`src/rtl/core/cfa_pkg.sv`:
```
// ----------------------------------------------------------------------------
// cfa_pkg
// Shared constants, codes and types of the contiguous fit allocator.
// ----------------------------------------------------------------------------
package cfa_pkg;

    // map geometry
    localparam int NUM_BLOCKS = 128;
    localparam int ADDR_W     = $clog2(NUM_BLOCKS);
    localparam int CNT_W      = $clog2(NUM_BLOCKS + 1);

    // transaction field widths
    localparam int IDX_W      = 7;
    localparam int SIZE_W     = 8;
    localparam int STRAT_W    = 2;
    localparam int START_W    = 7;
    localparam int LEN_W      = 8;
    localparam int CMP_W      = (CNT_W > SIZE_W) ? CNT_W : SIZE_W;
    localparam int S_DATA_W   = 24;
    localparam int M_DATA_W   = 16;

    localparam logic [CNT_W-1:0] MAP_END = CNT_W'(NUM_BLOCKS);

    // command codes (slave tuser)
    localparam logic CMD_WRITE = 1'b0;
    localparam logic CMD_ALLOC = 1'b1;

    // fit strategies
    localparam logic [STRAT_W-1:0] STRAT_FIRST = 2'd0;
    localparam logic [STRAT_W-1:0] STRAT_BEST  = 2'd1;
    localparam logic [STRAT_W-1:0] STRAT_WORST = 2'd2;
    localparam logic [STRAT_W-1:0] STRAT_NONE  = 2'd3;

    // map write port
    typedef struct packed {
        logic              en;
        logic [ADDR_W-1:0] addr;
        logic              used;
    } t_map_wr;

    // allocation outcome
    typedef struct packed {
        logic               found;
        logic [START_W-1:0] start_block;
        logic [LEN_W-1:0]   run_length;
    } t_result;

endpackage

```
`src/rtl/core/cfa_map_mem.sv`:
```
// ----------------------------------------------------------------------------
// cfa_map_mem
// Block map storage: one bit per block, registered synchronous read,
// per-entry valid bits so that a block never written reads as free.
// ----------------------------------------------------------------------------
module cfa_map_mem
    import cfa_pkg::*;
(
    input  logic              i_clk,
    input  logic              i_rst_n,
    input  t_map_wr           i_wr,
    input  logic              i_rd_en,
    input  logic [ADDR_W-1:0] i_rd_addr,
    output logic              o_rd_used
);

    logic                  r_mem [NUM_BLOCKS];
    logic [NUM_BLOCKS-1:0] r_valid;
    logic                  r_rd_bit;
    logic                  r_rd_valid;

    // written marks, cleared at reset
    always_ff @(posedge i_clk) begin
        if (!i_rst_n) begin
            r_valid <= '0;
        end else if (i_wr.en) begin
            r_valid[i_wr.addr] <= 1'b1;
        end
    end

    // map array with registered read
    always_ff @(posedge i_clk) begin
        if (i_wr.en) begin
            r_mem[i_wr.addr] <= i_wr.used;
        end
        if (i_rd_en) begin
            r_rd_bit   <= r_mem[i_rd_addr];
            r_rd_valid <= r_valid[i_rd_addr];
        end
    end

    assign o_rd_used = r_rd_bit & r_rd_valid;

endmodule

```
`src/rtl/core/cfa_scan.sv`:
```
// ----------------------------------------------------------------------------
// cfa_scan
// Walks the block map one entry per cycle, tracks the current free run and
// keeps the run chosen by the requested fit strategy.
// ----------------------------------------------------------------------------
module cfa_scan
    import cfa_pkg::*;
(
    input  logic               i_clk,
    input  logic               i_rst_n,
    input  logic               i_start,
    input  logic [SIZE_W-1:0]  i_size,
    input  logic [STRAT_W-1:0] i_strategy,
    output logic               o_idle,
    output logic               o_done,
    input  logic               i_done_ack,
    output t_result            o_result,
    output logic               o_rd_en,
    output logic [ADDR_W-1:0]  o_rd_addr,
    input  logic               i_rd_used
);

    typedef enum logic [2:0] {
        ST_IDLE = 3'b001,
        ST_SCAN = 3'b010,
        ST_DONE = 3'b100
    } t_state;

    t_state              r_state, n_state;
    logic [CNT_W-1:0]    r_cnt;
    logic                r_proc_vld;
    logic [CNT_W-1:0]    r_proc_pos;
    logic [SIZE_W-1:0]   r_size;
    logic [STRAT_W-1:0]  r_strat;
    logic [ADDR_W-1:0]   r_run_start;
    logic [CNT_W-1:0]    r_run_len;
    logic                r_have;
    logic [ADDR_W-1:0]   r_best_start;
    logic [CNT_W-1:0]    r_best_len;

    logic                scanning;
    logic                at_end;
    logic                is_free;
    logic                fits;
    logic                take;

    assign scanning = (r_state == ST_SCAN);
    assign at_end   = (r_proc_pos == MAP_END);
    assign is_free  = !at_end && !i_rd_used;
    assign fits     = (CMP_W'(r_run_len) >= CMP_W'(r_size));

    // selection rule for a closed run
    always_comb begin
        take = 1'b0;
        if (fits && (r_strat != STRAT_NONE)) begin
            priority if (!r_have) begin
                take = 1'b1;
            end else if (r_strat == STRAT_BEST) begin
                take = (r_run_len < r_best_len);
            end else if (r_strat == STRAT_WORST) begin
                take = (r_run_len > r_best_len);
            end else begin
                take = 1'b0;
            end
        end
    end

    // map read issue
    assign o_rd_en   = scanning && (r_cnt < MAP_END);
    assign o_rd_addr = r_cnt[ADDR_W-1:0];

    // next state
    always_comb begin
        n_state = r_state;
        unique case (r_state)
            ST_IDLE: begin
                if (i_start) n_state = ST_SCAN;
            end
            ST_SCAN: begin
                if (r_proc_vld && at_end) n_state = ST_DONE;
            end
            ST_DONE: begin
                if (i_done_ack) n_state = ST_IDLE;
            end
            default: n_state = ST_IDLE;
        endcase
    end

    // control registers
    always_ff @(posedge i_clk) begin
        if (!i_rst_n) begin
            r_state    <= ST_IDLE;
            r_proc_vld <= 1'b0;
        end else begin
            r_state    <= n_state;
            r_proc_vld <= scanning && !(r_proc_vld && at_end);
        end
    end

    // scan datapath
    always_ff @(posedge i_clk) begin
        if ((r_state == ST_IDLE) && i_start) begin
            r_cnt       <= '0;
            r_proc_pos  <= '0;
            r_size      <= (i_size == '0) ? SIZE_W'(1) : i_size;
            r_strat     <= i_strategy;
            r_run_len   <= '0;
            r_run_start <= '0;
            r_have      <= 1'b0;
            r_best_start <= '0;
            r_best_len  <= '0;
        end else if (scanning) begin
            if (r_cnt != MAP_END) begin
                r_cnt <= r_cnt + CNT_W'(1);
            end
            r_proc_pos <= r_cnt;
            if (r_proc_vld) begin
                if (is_free) begin
                    if (r_run_len == '0) begin
                        r_run_start <= r_proc_pos[ADDR_W-1:0];
                    end
                    r_run_len <= r_run_len + CNT_W'(1);
                end else begin
                    if (take) begin
                        r_have       <= 1'b1;
                        r_best_start <= r_run_start;
                        r_best_len   <= r_run_len;
                    end
                    r_run_len <= '0;
                end
            end
        end
    end

    assign o_idle               = (r_state == ST_IDLE);
    assign o_done               = (r_state == ST_DONE);
    assign o_result.found       = r_have;
    assign o_result.start_block = r_have ? START_W'(r_best_start) : '0;
    assign o_result.run_length  = r_have ? LEN_W'(r_best_len) : '0;

endmodule

```
`src/rtl/core/contiguous_fit_allocator.sv`:
```
// ----------------------------------------------------------------------------
// contiguous_fit_allocator
// Contiguous free-run allocator over a block map with first, best and worst
// fit, built around a one-bit-wide map memory that a scanner walks.
// ----------------------------------------------------------------------------
//  channel  | dir | tdata fields (low bit up)                 | tuser
//  s_axis   | in  | block_index, block_used, request_size,    | command
//           |     | strategy                                  |
//  m_axis   | out | start_block, run_length                   | found
//
// A map write gives no result transaction.
// For an allocation request the scanner reads one
// map entry per cycle through the single read port of the map memory.
// Reset clears the map to all free at once through per-entry valid bits.
// A result waiting on m_axis does not block the next s_axis transaction; a
// finished scan holds until the output register is free.
// ----------------------------------------------------------------------------
module contiguous_fit_allocator
    import cfa_pkg::*;
(
    input  logic                i_clk,
    input  logic                i_rst_n,
    input  logic                i_s_axis_tvalid,
    output logic                o_s_axis_tready,
    // block_index[6:0], block_used[7], request_size[15:8], strategy[17:16]
    input  logic [S_DATA_W-1:0] i_s_axis_tdata,
    // command[0]
    input  logic                i_s_axis_tuser,
    output logic                o_m_axis_tvalid,
    input  logic                i_m_axis_tready,
    // start_block[6:0], run_length[14:7]
    output logic [M_DATA_W-1:0] o_m_axis_tdata,
    // found[0]
    output logic                o_m_axis_tuser
);

    logic               s_fire;
    logic [IDX_W-1:0]   in_index;
    logic               in_used;
    logic [SIZE_W-1:0]  in_size;
    logic [STRAT_W-1:0] in_strat;
    t_map_wr            map_wr;
    logic               scan_idle;
    logic               scan_done;
    logic               scan_ack;
    t_result            scan_result;
    logic               rd_en;
    logic [ADDR_W-1:0]  rd_addr;
    logic               rd_used;
    logic               r_out_valid;
    t_result            r_out;

    // input unpacking
    assign in_index = i_s_axis_tdata[IDX_W-1:0];
    assign in_used  = i_s_axis_tdata[IDX_W];
    assign in_size  = i_s_axis_tdata[IDX_W+1 +: SIZE_W];
    assign in_strat = i_s_axis_tdata[IDX_W+1+SIZE_W +: STRAT_W];

    assign o_s_axis_tready = scan_idle;
    assign s_fire          = i_s_axis_tvalid && scan_idle;

    // map write from a write transaction, out-of-range index dropped
    assign map_wr.en   = s_fire && (i_s_axis_tuser == CMD_WRITE)
                         && (32'(in_index) < NUM_BLOCKS);
    assign map_wr.addr = ADDR_W'(in_index);
    assign map_wr.used = in_used;

    cfa_map_mem u_map (
        .i_clk     (i_clk),
        .i_rst_n   (i_rst_n),
        .i_wr      (map_wr),
        .i_rd_en   (rd_en),
        .i_rd_addr (rd_addr),
        .o_rd_used (rd_used)
    );

    cfa_scan u_scan (
        .i_clk      (i_clk),
        .i_rst_n    (i_rst_n),
        .i_start    (s_fire && (i_s_axis_tuser == CMD_ALLOC)),
        .i_size     (in_size),
        .i_strategy (in_strat),
        .o_idle     (scan_idle),
        .o_done     (scan_done),
        .i_done_ack (scan_ack),
        .o_result   (scan_result),
        .o_rd_en    (rd_en),
        .o_rd_addr  (rd_addr),
        .i_rd_used  (rd_used)
    );

    // output register handoff
    assign scan_ack = scan_done && (!r_out_valid || i_m_axis_tready);

    always_ff @(posedge i_clk) begin
        if (!i_rst_n) begin
            r_out_valid <= 1'b0;
        end else if (scan_ack) begin
            r_out_valid <= 1'b1;
        end else if (i_m_axis_tready) begin
            r_out_valid <= 1'b0;
        end
    end

    always_ff @(posedge i_clk) begin
        if (scan_ack) begin
            r_out <= scan_result;
        end
    end

    assign o_m_axis_tvalid = r_out_valid;
    assign o_m_axis_tuser  = r_out.found;
    assign o_m_axis_tdata  = {1'b0, r_out.run_length, r_out.start_block};

endmodule

```
`config.mk`:
```
export PLATFORM = sky130hd
export DESIGN_NAME = contiguous_fit_allocator
export DESIGN_NICKNAME = d
export VERILOG_FILES = /design/src/rtl/core/cfa_pkg.sv /design/src/rtl/core/cfa_map_mem.sv /design/src/rtl/core/cfa_scan.sv /design/src/rtl/core/contiguous_fit_allocator.sv
export SDC_FILE = /design/constraint.sdc
export NUM_CORES = 1
export LEC_CHECK = 0
export ABC_AREA = 1
export BUFFER_PORTS_ARGS = -buffer_cell sky130_fd_sc_hd__buf_4
export CORE_MARGIN = 10
export CORE_UTILIZATION = 55
export CTS_CLUSTER_DIAMETER = 80
export DETAILED_ROUTE_END_ITERATION = 16
export GPL_TIMING_DRIVEN = 0
export PLACE_DENSITY = 0.72
export SETUP_SLACK_MARGIN = 0.2
export SYNTH_ARGS = -nofsm -noshare
export SYNTH_HDL_FRONTEND = slang
export SYNTH_HIERARCHICAL = 1
export SYNTH_SLANG_ARGS = --single-unit
```
`constraint.sdc`:
```
create_clock -name i_clk -period 5.9 [get_ports i_clk]
set_input_delay 0.59 -clock i_clk [delete_from_list [all_inputs] [get_ports i_clk]]
set_output_delay 0.59 -clock i_clk [all_outputs]
set_load 0.02 [all_outputs]
```
== Word-level counts from Yosys, hierarchy flattened ==
Memory sizes are Yosys's and may differ from the RTL's. A register that Yosys moved wholly into a read port is not among the register bits.
Cells that the tools add are included.

* Register bits: 207
* Memory bits (writable): 128
* Bits of input ports: 29
* Output and inout bits: 19
* Logic and storage cells: 83
* Memories: 1

{| class="wikitable"
|+ Memory list
! name !! depth !! bits a word !! read ports !! clocked after Yosys merged registers in !! write ports !! line !! source
|-
| u_map.r_mem || 128 || 1 || 1 || 1 || 1 || cfa_map_mem.sv:17 || <nowiki>logic r_mem [NUM_BLOCKS];</nowiki>
|}

* $add $sub $neg: 2
* $lt $le $gt $ge: 7
* Equality and inequality tests: 11
* Multiplexer cells: 17
* Bitwise gates (word level): 4
* Reductions and logical operators: 24

{| class="wikitable"
|+ Operator list
! kind !! count
|-
| 128-bit OR || 1
|-
| 8-bit by 1-bit adder with 8-bit output, second input constant || 2
|-
| 8-bit zero test || 2
|-
| 7-bit by 8-bit less-than comparator with 1-bit output, second input constant || 2
|-
| 1-bit logical AND || 11
|-
| 1-bit two-way mux || 10
|-
| 3-bit two-way mux || 3
|-
| 3-bit one-hot mux with 3 select lines || 1
|-
| 8-bit == test, second input constant || 1
|-
| 8-bit >= comparator || 1
|-
| 8-bit greater-than comparator || 1
|-
| 8-bit less-than comparator || 1
|-
| 8-bit less-than comparator, second input constant || 1
|-
| 8-bit two-way mux || 1
|-
| 8-bit inequality test, second input constant || 1
|-
| 4-bit AND reduction || 2
|-
| 1-bit binary-select mux with 7-bit select || 1
|-
| 1-bit demux with 7-bit select || 1
|-
| 7-bit by 1-bit >= comparator with 1-bit output, second input constant || 1
|-
| 1-bit zero test || 4
|-
| 2-bit by 1-bit inequality test with 1-bit output, second input constant || 2
|-
| 2-bit inequality test, second input constant || 2
|-
| 2-bit AND reduction || 2
|-
| 3-bit by 1-bit == test with 1-bit output, second input constant || 1
|-
| other kinds (9) || 10
|}

== Logic depth before layout (Yosys ltp) ==
* Word-level depth: 6
* Mapped depth: 15

== Hierarchy ==
The synthesis kept the hierarchy.

{| class="wikitable"
|+ By module, submodules not included
! module !! instances !! cells each !! area each (sq um)
|-
| cfa_map_mem || 1 || 1341 || 11063.1
|-
| cfa_scan || 1 || 425 || 3240.6
|-
| contiguous_fit_allocator || 1 || 29 || 558.0
|}

== Least setup slack after synthesis ==
No wires, ideal clock.

* Kind: flip-flop to flip-flop
* From: register u_scan.r_state[2]
* To: register u_scan.r_state[2]
* Data arrival time: 1969 ps
* Required time: 5830 ps
* Slack: 3862 ps
* Stages on the path, launching flop included: 9
* Path buffers: 0
* Clock period less this slack: 2038 ps
* Path through: dfxtp_1 -> inv_1 -> nor3_1 -> inv_1 -> a21oi_1 -> inv_1 -> nand2_1 -> o2111ai_1 -> a21oi_1

{| class="wikitable"
|+ RTL lines
! element !! line !! source
|-
| start, declared || cfa_scan.sv:29 || <nowiki>t_state r_state, n_state;</nowiki>
|-
| start signal, assigned || cfa_scan.sv:95 || <nowiki>r_state <= n_state;</nowiki>
|-
| 3-bit == test || cfa_scan.sv:136 || <nowiki>assign o_done = (r_state == ST_DONE);</nowiki>
|-
| via scan_done || contiguous_fit_allocator.sv:44 || <nowiki>logic scan_done;</nowiki>
|-
| 1-bit logical AND || contiguous_fit_allocator.sv:93 || <nowiki>assign scan_ack = scan_done && (!r_out_valid || i_m_axis_tready);</nowiki>
|-
| via scan_ack || contiguous_fit_allocator.sv:45 || <nowiki>logic scan_ack;</nowiki>
|-
| 2-bit by 1-bit inequality test with 1-bit output (no line) || - ||
|-
| 3-bit AND reduction (no line) || - ||
|}

The timed path passes the listed nets, and every way through them passes these cells.
A chain may end at the register's enable or synchronous reset.

== Worst setup path after layout ==
* From: register u_scan.r_cnt[3]
* To: register u_map.r_rd_valid (data pin)

* Longest elaborated chain between the ends: 2

{| class="wikitable"
|+ Ends and longest elaborated chain
! element !! line !! source
|-
| start, declared || cfa_scan.sv:30 || <nowiki>logic [CNT_W-1:0] r_cnt;</nowiki>
|-
| start signal, assigned || cfa_scan.sv:114 || <nowiki>r_cnt <= r_cnt + CNT_W'(1);</nowiki>
|-
| 1-bit binary-select mux with 7-bit select || cfa_map_mem.sv:38 || <nowiki>r_rd_valid <= r_valid[i_rd_addr];</nowiki>
|-
| 1-bit two-way mux (not written as such) || cfa_map_mem.sv:38 ||
|-
| end signal, assigned || cfa_map_mem.sv:38 ||
|-
| end, declared || cfa_map_mem.sv:20 || <nowiki>logic r_rd_valid;</nowiki>
|}

No other way between the ends. The select of a mux whose other input is x is not followed.

==> summary by stage <==
STA
Adding up every negative setup slack in the final design gives 0 ps. The actual slew at the worst max-slew pin is 1230 ps. The number of max-slew violations in the final report is 0. Based on the critical path, the design can be clocked at up to 0.378 GHz. The clock period minus worst slack is ~2600 ps. After layout, the worst path uses about 45% of the clock period. Setup violations remaining at the end of the flow were counted as 0.

Setup repair after global routing left no endpoint under its margin. Between clock sinks in the finished design, the worst skew comes to 11.9 ps. The worst slew slack as a fraction of its limit is between 15 and 20%. The final hold violation count is 0. In the post-route analysis, the smallest setup slack over all paths is around 3300 ps.

GRT
The via count of the first global-routing pass is 12000. The total global-route track usage is roughly 25%. The global-route wire length before repair is 65300 um.

For this run the aggregate overflow at the end of global routing stands at 0. The number of antenna violations at the first check in global routing is 0. The largest net degree at the start of global routing is 129.

Setup path
The critical path class is reg -> reg. The data arrival time of the critical path is around 2900 ps. The flop-to-flop setup slack is 3250 ps.

Along the worst path, the maximum fanout reaches 10. The worst register-to-register path ends at u_map/r_rd_valid$_DFFE_PP_. In this run the critical register-to-register path is launched from u_scan/r_cnt[3]$_SDFFE_PP0P_.

The startpoint type of the worst setup path is a flop. The required time at the worst-slack endpoint is 6170 ps. The element type at the critical path end is a flop. For the worst flop-to-flop path, the logic depth is 11.

Routing
The average detailed-routed wire length per instance is about 19 um. The overall via count from detail_route is 12500. The total DRC errors in the routed layout is 0. The first-pass detailed-route iteration total is 7. The count of nets left with antenna violations once routing finished came out at 0. The sum of routed wire length over all layers is about 42000 um. In this run, the number of DRC markers left after iteration 0 of detailed routing was ~1500.

Dividing the detail-routed via count by the number of cells gives 5.56.

Die
The core region is 26800 sq um. Measured along the x axis, the die boundary spans 184 um. The count of standard-cell rows is 60.

The initial utilization of the core area, before any placement, comes to 55.5%. The die covers 34000 sq um. The number of I/O pins is 48.

Measured along the y axis, the die boundary spans 184 um.

Placed design
The placed instance count is 2176. The congestion estimate from routability-driven global placement came to 0.969. The half-perimeter wire length of the detailed placement result is 28300 um.

Port buffering added 40 buffers. The worst slack after detailed placement is 3360 ps.

Synthesis
The cell count after synthesis came out at 1795. The netlist area before placement is between 10000 and 15000 sq um. The Yosys step of the flow raised 6 warnings.

Counting every net in the synthesized netlist gives 1844. Counting flops with an async set or reset pin after synthesis yields a share of 0%. The number of distinct library cell variants in the gate-level netlist after synthesis is about 40. Counting flops and latches in the post-synthesis netlist gives 336. Of the synthesized area, sequential elements account for 55.8%. The average footprint of a synthesized cell is 8.28 sq um.

The count of flip-flops with a built-in enable after synthesis is roughly 160. Among all flip-flop cells after synthesis, the most frequent one is sky130_fd_sc_hd__dfxtp_1.

Pwr
The net switching component of the power is 1340 uW. The switching share of total power is 24.8%. Total power for the finished layout comes to 5420 uW.

The internal power is 4080 uW. The logic gate share of total power is 10.0%. VDD sags by at most 0.000248 V. Dividing total power by cell area gives a power density of 321 nW/um^2.

The standby leakage power is between 0.006 and 0.007 uW. Sequential cells account for 45.5% of the total power. The proportion of power drawn by the clock network is 44.5%.

Clocking
The H-tree was split into 2 levels. After clock tree synthesis, the clock-pin slew on the worst setup and hold paths is 60 ps. The number of clock buffers inserted by TritonCTS is 37.

For this design, the sink count on the clock tree is ~340. The insertion delay to the later sink of the worst-skew pair is about 520 ps. Buffers added to address setup during post-CTS repair amount to 0.

In this run the deepest clock path goes through 3 buffers. TritonCTS built the clock tree. The cell at the root of the clock tree is sky130_fd_sc_hd__clkbuf_16. After clock tree synthesis, the repair step resized 0 gates. The number of hold buffers added after CTS was 0.

Worst hold path
The min-delay analysis places its worst path in the category in -> reg. The end point of the most critical hold path is u_scan/r_strat[0]$_DFFE_PP_. Counting instances, the worst hold path has a depth of 1. The start point of the worst hold path is i_s_axis_tdata[16].

Cells and area
Summing all multi-input logic gate instances after layout gives 5540 sq um. The area overhead of the layout relative to synthesis is 13.7%. The number of diodes added for antenna fixing is 0. The total of fill cells in the finished design is 2323. The library cell used most frequently in the layout, excluding fill and tap cells, is sky130_fd_sc_hd__nor2_1. Of the cells placed in the final design, the portion with a size suffix greater than 1 is 12.1%. The area of all sequential standard cells is slightly above 8000 sq um. The library cells used most frequently in the layout, excluding fill and tap cells, are sky130_fd_sc_hd__nor2_1, sky130_fd_sc_hd__nand2_1, sky130_fd_sc_hd__nand3_1. After the last flow step, the layout net total stands at 1923. The final core utilization is 63.0%. The filler-free cell count of the finished design is 2244.

Flow run
The tool flagged a number of max-cap violations equal to 0.

Status
The run finished with clean final reports.
-- metrics by stage --
step | hold WS, ps | instance area (sq um)
after floorplan | 440 | 14900
after CTS | 229 | 16900
after global placement | 448 | 15600
final | 249 | 16900
after global routing | 229 | 16900
after detailed placement | 457 | 15600
-- synthesized netlist by cell type, drive strengths merged, types with 2 or more instances --
| library cell | instances | area (sq um) |
|---|---|---|
| inv | 127 | 479 |
| a21oi | 40 | 204 |
| a21o | 2 | 15.0 |
| buf | 65 | 409 |
| a211oi | 9 | 103 |
| o21ai | 12 | 60.1 |
| ha | 20 | 250 |
| nand2 | 382 | 1440 |
| dfxtp | 180 | 3600 |
| nand3 | 258 | 1310 |
| xor2 | 3 | 26.3 |
| clkbuf | 39 | 146 |
| nor2 | 461 | 1860 |
| edfxtp | 156 | 4680 |
| nor3b | 2 | 15.0 |
| xnor2 | 2 | 17.5 |
| nand4 | 9 | 56.3 |
| nor4 | 2 | 12.5 |
| nor3 | 20 | 136 |
-- sequential cells by signal, indices dropped and copies added, names as in the netlist, 2 cells and up --
| register | cells |
|---|---|
| o_m_axis_tdata | 15 |
| u_map/r_mem | 128 |
| u_map/r_valid | 128 |
| u_scan/r_best_len | 8 |
| u_scan/r_best_start | 7 |
| u_scan/r_cnt | 8 |
| u_scan/r_proc_pos | 8 |
| u_scan/r_run_len | 8 |
| u_scan/r_run_start | 7 |
| u_scan/r_size | 8 |
| u_scan/r_state | 3 |
| u_scan/r_strat | 2 |
-- power by group through the flow --
stage	logic (uW)	registers, uW	clock network [uW]
finish	541	2460	2410
global route	575	2460	2540
CTS	526	2460	2440
detailed placement	523	2510	0
global placement	520	2510	0
floorplan	312	2510	0
-- metal layers --
metal | GRT usage (%) | routed length (um) | up-vias
met5 | 0 | 0 | -
met4 | 9.51 | 1690 | 0
met3 | 5.20 | 3940 | 115
met2 | 41.0 | 19600 | 571
met1 | 30.8 | 16700 | 5844
li1 | - | - | 5951
-- how the worst max path moves through the flow --
| stage | depth (start not counted) | from | slack [ps] | endpoint |
|---|---|---|---|---|
| after floorplan | 8 | u_scan/r_state[2]$_SDFFE_PN0P_ | 3860 | u_scan/r_state[2]$_SDFFE_PN0P_ |
| after global placement | 7 | i_s_axis_tvalid | 3380 | u_map/r_mem[100]$_DFFE_PP_ |
| after detailed placement | 8 | i_s_axis_tvalid | 3360 | u_map/r_mem[112]$_DFFE_PP_ |
| after CTS | 8 | u_scan/r_state[2]$_SDFFE_PN0P_ | 3330 | u_scan/r_state[2]$_SDFFE_PN0P_ |
| after global routing | 9 | u_scan/r_state[0]$_SDFFE_PN1P_ | 3160 | u_map/r_mem[112]$_DFFE_PP_ |
| final | 11 | u_scan/r_cnt[3]$_SDFFE_PP0P_ | 3250 | u_map/r_rd_valid$_DFFE_PP_ |
-- critical path, cell delays in order, from the launching register on --
cell	delay, ps
sky130_fd_sc_hd__dfxtp_1	360
sky130_fd_sc_hd__buf_4	150
sky130_fd_sc_hd__buf_2	200
sky130_fd_sc_hd__inv_1	240
sky130_fd_sc_hd__clkbuf_1	680
sky130_fd_sc_hd__nand3_1	230
sky130_fd_sc_hd__nand2_1	190
sky130_fd_sc_hd__nand2_1	80
sky130_fd_sc_hd__nand3_1	80
sky130_fd_sc_hd__nand2_1	50
sky130_fd_sc_hd__nand2_1	50
sky130_fd_sc_hd__nand2_1	70
-- layout make-up --
cell class	count	area share (%)
sequential	336	49.0
multi-input combinational	1227	32.8
clock buffer	55	6.79
buffer	104	3.29
inverter	128	2.86
tap	341	2.52
timing repair buffer	40	1.78
clock inverter	13	0.933
-- cell families (layout without fill, tap and decap cells) --
kind of cell,Yosys count,in the layout,synth area share (%)
and+or+nand+nor,1135,1135,32.5
adders and majority gates,20,20,1.68
DFF,336,336,55.8
AOI/OAI and AO/OA,66,66,2.73
other,1,1,0.0252
buffers and inverters,232,340,6.99
xor gates and xnor gates,5,5,0.295
Note: power is estimated with default switching activity, not from simulation.
